`config.mk`:
```
export PLATFORM = sky130hd
export DESIGN_NAME = program_stream_video_demux
export DESIGN_NICKNAME = d
export VERILOG_FILES = /design/src/hdl/psvd_pkg.sv /design/src/hdl/program_stream_video_demux.sv
export SDC_FILE = /design/constraint.sdc
export NUM_CORES = 1
export LEC_CHECK = 0
export ABC_AREA = 1
export BUFFER_PORTS_ARGS = -buffer_cell sky130_fd_sc_hd__buf_2
export CAP_MARGIN = 20
export CORE_ASPECT_RATIO = 0.6
export CORE_UTILIZATION = 45
export DETAILED_ROUTE_END_ITERATION = 10
export PLACE_DENSITY = 0.64
export SETUP_SLACK_MARGIN = 0.4
export SLEW_MARGIN = 30
export SYNTH_ARGS = -nofsm -noshare
export SYNTH_HDL_FRONTEND = slang
export SYNTH_SLANG_ARGS = --single-unit
```
`constraint.sdc`:
```
create_clock -name clk -period 10.39 [get_ports clk]
set_clock_uncertainty 0.2 [all_clocks]
set_input_delay 1.5585 -clock clk [delete_from_list [all_inputs] [get_ports clk]]
set_output_delay 1.5585 -clock clk [all_outputs]
set_load 0.05 [all_outputs]
```
`src/hdl/psvd_pkg.sv`:
```
// ----------------------------------------------------------------------------
// psvd_pkg
// Shared types and constants of the program stream video demultiplexer.
// ----------------------------------------------------------------------------
package psvd_pkg;

    // Parser phases, one-hot.
    typedef enum logic [11:0] {
        PH_HUNT    = 12'b0000_0000_0001,
        PH_CODE    = 12'b0000_0000_0010,
        PH_PACK    = 12'b0000_0000_0100,
        PH_STUFF   = 12'b0000_0000_1000,
        PH_LEN_HI  = 12'b0000_0001_0000,
        PH_LEN_LO  = 12'b0000_0010_0000,
        PH_FLAG1   = 12'b0000_0100_0000,
        PH_FLAG2   = 12'b0000_1000_0000,
        PH_HLEN    = 12'b0001_0000_0000,
        PH_HDR     = 12'b0010_0000_0000,
        PH_PAYLOAD = 12'b0100_0000_0000,
        PH_SKIP    = 12'b1000_0000_0000
    } phase_t;

    // Stream codes with a fixed meaning.
    localparam logic [7:0] CODE_PACK   = 8'hBA;
    localparam logic [7:0] CODE_SYSHDR = 8'hBB;
    localparam logic [7:0] CODE_MAP    = 8'hBC;

    // Fixed byte counts of the headers.
    localparam logic [16:0] PACK_SKIP      = 17'd9;
    localparam logic [16:0] NOEXT_EXTRA    = 17'd5;
    localparam logic [16:0] PES_HDR_FIXED  = 17'd3;

    // Configuration registers.
    localparam int unsigned CFG_IDX_W = 1;
    typedef enum logic [CFG_IDX_W-1:0] {
        REG_VIDEO_CODE_MASK  = 1'b0,
        REG_VIDEO_CODE_MATCH = 1'b1
    } cfg_reg_t;
    localparam logic [7:0] VIDEO_CODE_RESET = 8'hE0;

endpackage

```
`src/hdl/program_stream_video_demux.sv`:
```
// ----------------------------------------------------------------------------
// program_stream_video_demux
// Extracts the payload bytes of selected video PES packets from a program
// stream that arrives one byte per transfer.
// ----------------------------------------------------------------------------
// Usage:
//   The slave side takes one stream byte per transfer in s_tdata, with s_tlast
//   set on the last byte of a buffer; after that byte the parser drops any
//   partial packet and hunts for a start code again. The master side gives
//   one payload byte per transfer: m_tdata holds the byte and stream code, a
//   first-byte flag is in m_tuser and the last-byte flag in m_tlast.
//   The cfg port selects packets: video_code_mask and video_code_match, both
//   0xE0 after reset, are to be written by the user only while the block is
//   idle; the block itself does not enforce this. Throughput is one byte per
//   clock while the receiver does not stall. A byte waits in the input
//   register, is parsed by the single-step state logic and lands in the
//   output register, from which it is offered on m_tvalid. The parse step
//   of one byte is set by the length compare and the 17-bit down counter.
//   Reset puts the parser in hunting with no packet pending and empties both
//   registers. When the receiver stalls with a result waiting, the input
//   register still fills once, then s_tready drops until the result leaves.
// ----------------------------------------------------------------------------
module program_stream_video_demux (
    input  logic        clk,
    input  logic        rst_n,
    // Stream input.
    input  logic        s_tvalid,
    output logic        s_tready,
    input  logic [7:0]  s_tdata,     // [7:0] in_byte
    input  logic        s_tlast,     // chunk_last
    // Payload output.
    output logic        m_tvalid,
    input  logic        m_tready,
    output logic [15:0] m_tdata,     // [7:0] out_byte, [15:8] out_stream_code
    output logic        m_tuser,     // payload_first
    output logic        m_tlast,     // payload_last
    // Configuration writes.
    input  logic        cfg_we,
    input  logic [psvd_pkg::CFG_IDX_W-1:0] cfg_index,
    input  logic [7:0]  cfg_data
);

    // Configuration registers.
    logic [7:0] code_mask_reg;
    logic [7:0] code_match_reg;

    // Input register.
    logic       in_valid_reg;
    logic [7:0] in_byte_reg;
    logic       in_last_reg;

    // Parser state.
    psvd_pkg::phase_t phase_reg, phase_next;
    logic [15:0] window_reg, window_next;
    logic [16:0] skip_left_reg, skip_left_next;
    logic [15:0] pkt_len_reg, pkt_len_next;
    logic [7:0]  code_reg, code_next;
    logic [15:0] pay_left_reg, pay_left_next;
    logic        first_pend_reg, first_pend_next;

    // Output register.
    logic        out_valid_reg;
    logic [7:0]  out_byte_reg;
    logic [7:0]  out_code_reg;
    logic        out_first_reg;
    logic        out_last_reg;

    logic        advance;
    logic        proc;
    logic        emit;
    logic [16:0] skip_dec;
    logic [16:0] hdr_total;
    logic [16:0] len_ext;
    logic [15:0] pay_from_hlen;
    logic        code_selected;

    // Handshake: the output register frees up when empty or taken.
    assign advance  = !out_valid_reg || m_tready;
    assign proc     = in_valid_reg && advance;
    assign s_tready = !in_valid_reg || advance;

    assign m_tvalid = out_valid_reg;
    assign m_tdata  = {out_code_reg, out_byte_reg};
    assign m_tuser  = out_first_reg;
    assign m_tlast  = out_last_reg;

    // Configuration writes.
    always_ff @(posedge clk or negedge rst_n)
    begin
        if (!rst_n)
        begin
            code_mask_reg  <= psvd_pkg::VIDEO_CODE_RESET;
            code_match_reg <= psvd_pkg::VIDEO_CODE_RESET;
        end
        else if (cfg_we)
        begin
            case (cfg_index)
                psvd_pkg::REG_VIDEO_CODE_MASK:  code_mask_reg  <= cfg_data;
                psvd_pkg::REG_VIDEO_CODE_MATCH: code_match_reg <= cfg_data;
                default: ;
            endcase
        end
    end

    // Input register.
    always_ff @(posedge clk or negedge rst_n)
    begin
        if (!rst_n)
        begin
            in_valid_reg <= 1'b0;
        end
        else if (s_tready)
        begin
            in_valid_reg <= s_tvalid;
        end
    end

    always_ff @(posedge clk)
    begin
        if (s_tready && s_tvalid)
        begin
            in_byte_reg <= s_tdata;
            in_last_reg <= s_tlast;
        end
    end

    // Shared arithmetic of the parse step.
    assign skip_dec      = (skip_left_reg != 17'd0) ? (skip_left_reg - 17'd1) : skip_left_reg;
    assign len_ext       = {1'b0, pkt_len_reg};
    assign hdr_total     = {9'd0, in_byte_reg} + psvd_pkg::PES_HDR_FIXED;
    assign pay_from_hlen = (len_ext >= hdr_total) ? 16'(len_ext - hdr_total) : 16'd0;
    assign code_selected = (code_reg != psvd_pkg::CODE_SYSHDR)
                        && (code_reg != psvd_pkg::CODE_MAP)
                        && ((code_reg & code_mask_reg) == code_match_reg);

    // One parse step per byte.
    always_comb
    begin
        phase_next      = phase_reg;
        window_next     = window_reg;
        skip_left_next  = skip_left_reg;
        pkt_len_next    = pkt_len_reg;
        code_next       = code_reg;
        pay_left_next   = pay_left_reg;
        first_pend_next = first_pend_reg;
        emit            = 1'b0;

        case (phase_reg)
            psvd_pkg::PH_CODE:
            begin
                code_next = in_byte_reg;
                if (in_byte_reg == psvd_pkg::CODE_PACK)
                begin
                    skip_left_next = psvd_pkg::PACK_SKIP;
                    phase_next     = psvd_pkg::PH_PACK;
                end
                else
                begin
                    phase_next = psvd_pkg::PH_LEN_HI;
                end
            end
            psvd_pkg::PH_PACK:
            begin
                skip_left_next = skip_dec;
                if (skip_dec == 17'd0)
                begin
                    phase_next = psvd_pkg::PH_STUFF;
                end
            end
            psvd_pkg::PH_STUFF:
            begin
                if (in_byte_reg[2:0] == 3'd0)
                begin
                    phase_next  = psvd_pkg::PH_HUNT;
                    window_next = 16'hFFFF;
                end
                else
                begin
                    skip_left_next = {14'd0, in_byte_reg[2:0]};
                    phase_next     = psvd_pkg::PH_SKIP;
                end
            end
            psvd_pkg::PH_LEN_HI:
            begin
                pkt_len_next = {in_byte_reg, 8'd0};
                phase_next   = psvd_pkg::PH_LEN_LO;
            end
            psvd_pkg::PH_LEN_LO:
            begin
                pkt_len_next = {pkt_len_reg[15:8], in_byte_reg};
                if (!code_selected)
                begin
                    if ({pkt_len_reg[15:8], in_byte_reg} == 16'd0)
                    begin
                        phase_next  = psvd_pkg::PH_HUNT;
                        window_next = 16'hFFFF;
                    end
                    else
                    begin
                        skip_left_next = {1'b0, pkt_len_reg[15:8], in_byte_reg};
                        phase_next     = psvd_pkg::PH_SKIP;
                    end
                end
                else
                begin
                    phase_next = psvd_pkg::PH_FLAG1;
                end
            end
            psvd_pkg::PH_FLAG1:
            begin
                // Without the extension flags this byte starts a skip of
                // five bytes plus the packet length.
                if (!in_byte_reg[7])
                begin
                    skip_left_next = len_ext + psvd_pkg::NOEXT_EXTRA;
                    phase_next     = psvd_pkg::PH_SKIP;
                end
                else
                begin
                    phase_next = psvd_pkg::PH_FLAG2;
                end
            end
            psvd_pkg::PH_FLAG2:
            begin
                phase_next = psvd_pkg::PH_HLEN;
            end
            psvd_pkg::PH_HLEN:
            begin
                pay_left_next = pay_from_hlen;
                if (in_byte_reg != 8'd0)
                begin
                    skip_left_next = {9'd0, in_byte_reg};
                    phase_next     = psvd_pkg::PH_HDR;
                end
                else if (pay_from_hlen == 16'd0)
                begin
                    phase_next  = psvd_pkg::PH_HUNT;
                    window_next = 16'hFFFF;
                end
                else
                begin
                    first_pend_next = 1'b1;
                    phase_next      = psvd_pkg::PH_PAYLOAD;
                end
            end
            psvd_pkg::PH_HDR:
            begin
                skip_left_next = skip_dec;
                if (skip_dec == 17'd0)
                begin
                    if (pay_left_reg == 16'd0)
                    begin
                        phase_next  = psvd_pkg::PH_HUNT;
                        window_next = 16'hFFFF;
                    end
                    else
                    begin
                        first_pend_next = 1'b1;
                        phase_next      = psvd_pkg::PH_PAYLOAD;
                    end
                end
            end
            psvd_pkg::PH_PAYLOAD:
            begin
                emit            = 1'b1;
                first_pend_next = 1'b0;
                if (pay_left_reg <= 16'd1)
                begin
                    pay_left_next = 16'd0;
                    phase_next    = psvd_pkg::PH_HUNT;
                    window_next   = 16'hFFFF;
                end
                else
                begin
                    pay_left_next = pay_left_reg - 16'd1;
                end
            end
            psvd_pkg::PH_SKIP:
            begin
                skip_left_next = skip_dec;
                if (skip_dec == 17'd0)
                begin
                    phase_next  = psvd_pkg::PH_HUNT;
                    window_next = 16'hFFFF;
                end
            end
            default:
            begin
                // Hunting for 00 00 01; unused codes behave the same.
                if (window_reg == 16'd0 && in_byte_reg == 8'd1)
                begin
                    phase_next = psvd_pkg::PH_CODE;
                end
                else
                begin
                    phase_next  = psvd_pkg::PH_HUNT;
                    window_next = {window_reg[7:0], in_byte_reg};
                end
            end
        endcase

        // The last byte of a buffer drops everything after it is handled.
        if (in_last_reg)
        begin
            phase_next      = psvd_pkg::PH_HUNT;
            window_next     = 16'hFFFF;
            skip_left_next  = 17'd0;
            pkt_len_next    = 16'd0;
            code_next       = 8'd0;
            pay_left_next   = 16'd0;
            first_pend_next = 1'b0;
        end
    end

    // Parser state update.
    always_ff @(posedge clk or negedge rst_n)
    begin
        if (!rst_n)
        begin
            phase_reg      <= psvd_pkg::PH_HUNT;
            window_reg     <= 16'hFFFF;
            skip_left_reg  <= 17'd0;
            pkt_len_reg    <= 16'd0;
            code_reg       <= 8'd0;
            pay_left_reg   <= 16'd0;
            first_pend_reg <= 1'b0;
        end
        else if (proc)
        begin
            phase_reg      <= phase_next;
            window_reg     <= window_next;
            skip_left_reg  <= skip_left_next;
            pkt_len_reg    <= pkt_len_next;
            code_reg       <= code_next;
            pay_left_reg   <= pay_left_next;
            first_pend_reg <= first_pend_next;
        end
    end

    // Output register.
    always_ff @(posedge clk or negedge rst_n)
    begin
        if (!rst_n)
        begin
            out_valid_reg <= 1'b0;
        end
        else if (advance)
        begin
            out_valid_reg <= proc && emit;
        end
    end

    always_ff @(posedge clk)
    begin
        if (proc && emit)
        begin
            out_byte_reg  <= in_byte_reg;
            out_code_reg  <= code_reg;
            out_first_reg <= first_pend_reg;
            out_last_reg  <= (pay_left_reg == 16'd1);
        end
    end

    // An empty output register never holds back the input side.
    assert property (@(posedge clk) disable iff (!rst_n)
        !out_valid_reg |-> s_tready)
        else $error("input stalled with an empty output register");

    // A payload byte that is parsed always produces a result on m_tvalid.
    assert property (@(posedge clk) disable iff (!rst_n)
        (proc && phase_reg == psvd_pkg::PH_PAYLOAD) |=> m_tvalid)
        else $error("payload byte parsed without a result");

    // The payload phase always has bytes left to give.
    assert property (@(posedge clk) disable iff (!rst_n)
        (phase_reg == psvd_pkg::PH_PAYLOAD) |-> (pay_left_reg != 16'd0))
        else $error("payload phase with no bytes left");

    // The skip phase always has bytes left to skip.
    assert property (@(posedge clk) disable iff (!rst_n)
        (phase_reg == psvd_pkg::PH_SKIP) |-> (skip_left_reg != 17'd0))
        else $error("skip phase with zero count");

endmodule
```
==> impl_metrics.env <==
export IMPL_status="complete, no violations"
export IMPL_cts_sinks=131
export IMPL_cp_start_kind="flop"
export IMPL_post_cts_buffers=0
export IMPL_start_util=0.459
export IMPL_final_common_cell="nand2_1"
export IMPL_synth_top_area_frac=0.232
export IMPL_syn2layout_area_growth_pct=11.0
export IMPL_nets=1291
export IMPL_path_cells="inv_1 -> ha_1 -> nor3_1 -> nand2_1 -> xor2_1 -> ha_1 -> nand2_1 -> nor2_1 -> nand2_1 -> nor2_1 -> nor2_1 -> nand3_2 -> nand3_1 -> nand2_1 -> nor2_1 -> nand4_1 -> a21oi_4 -> nand2_4 -> nand2_1 -> nand2_1"
export IMPL_ctsRootBufferMaster="clkbuf_16"
export IMPL_fmax_ghz=0.224
export IMPL_dieArea_sq_um=20000
export IMPL_yosys_area_top_type="dfrtp_1"
export IMPL_worstSetupEndpointType="flop"
export IMPL_grt_max_degree=69
export IMPL_io_buffers=42
export IMPL_dp_hpwl_microns=20200
export IMPL_final_setup_viol_count=0
export IMPL_p_sw_mw=0.494
export IMPL_fin_crit_sh=0.429
export IMPL_cpMaxStageDelayCell="edfxtp_1"
export IMPL_worst_path_max_fanout=17
export IMPL_grt_pass1_wl_microns=42400
export IMPL_p_sw_frac=0.329
export IMPL_cts_tree="done"
export IMPL_wl_per_cell_microns=17.5
export IMPL_worst_pin_slew_ns=0.866
export IMPL_yosys_top_cells_area="dfrtp_1 23%, nand2_1 16%, edfxtp_1 9.3%"
export IMPL_ant_nets=0
export IMPL_cts_resized=0
export IMPL_syn_nets=1259
export IMPL_internal_power_mw=1.01
export IMPL_dr_total_vias=8419
export IMPL_clockPowerShare=0.388
export IMPL_place_area_sq_um=9120
export IMPL_cap_violations=0
export IMPL_synth_seq_cells=131
export IMPL_clkSlewWorstSetupHoldPaths_ns=0.06
export IMPL_critPathTopFamily="simple AND/OR/NAND/NOR gates"
export IMPL_drt_iter0_markers=955
export IMPL_hold_violations=0
export IMPL_p_leak_nw=4.64
export IMPL_stdcell_area_sq_um=9690
export IMPL_synth_cells=1218
export IMPL_viasPerCell=5.58
export IMPL_yosysSeqAreaShare=0.394
export IMPL_multi_input_area_sq_um=4560
export IMPL_worstSetupPathType="flop to flop"
export IMPL_overflow=0
export IMPL_h_tree_depth=4
export IMPL_fin_util=0.509
export IMPL_max_slew_margin=0.423
export IMPL_tns_ns=0
export IMPL_final_seq_area_sq_um=3440
export IMPL_drc=0
export IMPL_drt_wl_total_microns=26400
export IMPL_antenna_found_initial=0
export IMPL_seq_power_share=0.407
export IMPL_power_mw=1.50
export IMPL_power_density_nw_per_um2=155
export IMPL_rsz0062_at_grt="no"
export IMPL_slew_violations=0
export IMPL_syn_area_sq_um=8730
export IMPL_drt_pass1_iterations=8
export IMPL_max_stage_delay_ns=0.48
export IMPL_cts_made_buffers=17
export IMPL_largest_reg_flops=17
export IMPL_grt_pass1_vias=7489
export IMPL_min_period_ns=4.46
export IMPL_crit_required_ns=10.54
export IMPL_die_h_microns=110
export IMPL_coreArea_sq_um=19000
export IMPL_place_ws_ns=6.03
export IMPL_min_path_type="flop to flop"
export IMPL_critPathMostFrequentCell="nand2_1"
export IMPL_synth_warning_count=0
export IMPL_vdd_drop_max_v=0.000152
export IMPL_setup_slack_ns=5.93
export IMPL_die_w_microns=182
export IMPL_p_comb_frac=0.204
export IMPL_pin_count=43
export IMPL_layout_common_cells="374 x nand2_1, 140 x inv_1, 115 x nand3_1, 102 x nor2_1, 81 x dfrtp_1"
export IMPL_diodes=0
export IMPL_globalplace_congestion=1.06
export IMPL_globalRouteTotalUtil=0.282
export IMPL_crit_arrival_ns=4.61
export IMPL_ys_types=52
export IMPL_cts_hold_buf=0
export IMPL_drive_gt1_frac=0.125
export IMPL_avgSynthCellArea_sq_um=7.17
export IMPL_cts_buffer_depth=2
export IMPL_cp_buffers_inverters=1
export IMPL_fill_cells=1861
export IMPL_clock_latency_ns=0.43
export IMPL_num_rows=39
-- metal layers --
layer	global-route usage	vias up	wire (microns)
li1	-	4075	-
met1	0.450	3930	13600
met2	0.364	388	9650
met3	0.0699	26	2850
met4	0.0684	0	269
met5	0	-	0
-- cell type report --
| class | instances | share of cell area |
|---|---|---|
| Sequential cell | 131 | 0.355 |
| Tap cell | 246 | 0.0318 |
| Inverter | 152 | 0.0589 |
| Clock inverter | 13 | 0.0130 |
| Clock buffer | 19 | 0.0457 |
| Timing Repair Buffer | 46 | 0.0250 |
| Multi-Input combinational cell | 902 | 0.471 |
-- kinds of logic after synthesis --
| group | synth area share |
|---|---|
| DFF | 0.394 |
| buffers and inverters | 0.0843 |
| and+or+nand+nor | 0.365 |
| adders and majority gates | 0.0267 |
| xor gates and xnor gates | 0.0331 |
| AOI/OAI and AO/OA | 0.0964 |
-- synthesized netlist by cell type (all sizes together) --
| library cell | count |
|---|---|
| nand2 | 384 |
| inv | 150 |
| nand3 | 127 |
| nor2 | 115 |
| o21ai | 86 |
| dfrtp | 81 |
| nand4 | 30 |
| edfxtp | 27 |
| nor3 | 25 |
| dfstp | 23 |
| o22ai | 22 |
| xor2 | 22 |
| buf | 17 |
| ha | 17 |
| clkbuf | 16 |
| nor4 | 14 |
| a21oi | 11 |
| xnor2 | 11 |
| o221ai | 7 |
| or2 | 7 |
| o32ai | 5 |
| nand3b | 4 |
| o2111ai | 3 |
| o211ai | 3 |
| o21bai | 3 |
| clkinv | 2 |
| a31oi | 1 |
| and3 | 1 |
| fa | 1 |
| nor3b | 1 |
| o22a | 1 |
| o31ai | 1 |
-- final timing paths --
kind                                            startpoint                           end  slack, ns  cells after the start
worst max-delay path              in_byte_reg[1]$_DFFE_PP_     window_reg[8]$_DFFE_PN1P_       5.93                     20
worst min-delay path            window_reg[14]$_DFFE_PN1P_    window_reg[14]$_DFFE_PN1P_       0.26                      2
worst max register to register    in_byte_reg[1]$_DFFE_PP_     window_reg[8]$_DFFE_PN1P_       5.93                     20
worst min register to register  window_reg[14]$_DFFE_PN1P_    window_reg[14]$_DFFE_PN1P_       0.26                      2
max in group asynchronous                            rst_n      phase_reg[1]$_DFFE_PN0P_       7.85                      2
min in group asynchronous                            rst_n  code_mask_reg[3]$_DFFE_PN0P_       0.89                      1
-- power groups by stage --
stage	combinational, mW	clock [mW]	sequential [mW]
floorplan	0.233	0	0.603
finish	0.307	0.585	0.613
detailed placement	0.301	0	0.620
CTS	0.303	0.595	0.611
global placement	0.300	0	0.620
global route	0.346	0.617	0.618
-- worst reg2reg max path, cell delays in order (launching register included) --
cell and delay (ns):
edfxtp_1 0.48, inv_1 0.17, ha_1 0.24, nor3_1 0.43, nand2_1 0.12, xor2_1 0.17
ha_1 0.36, nand2_1 0.16, nor2_1 0.10, nand2_1 0.08, nor2_1 0.05, nor2_1 0.12
nand3_2 0.24, nand3_1 0.20, nand2_1 0.07, nor2_1 0.15, nand4_1 0.17, a21oi_4 0.48
nand2_4 0.24, nand2_1 0.11, nand2_1 0.05
-- through the flow --
stage	hold WS, ns	instances
floorplan	0.224	1218
global placement	0.250	1477
detailed placement	0.249	1477
CTS	0.259	1509
global route	0.281	1509
finish	0.259	1509
Note: power is estimated with default switching activity, not from simulation.
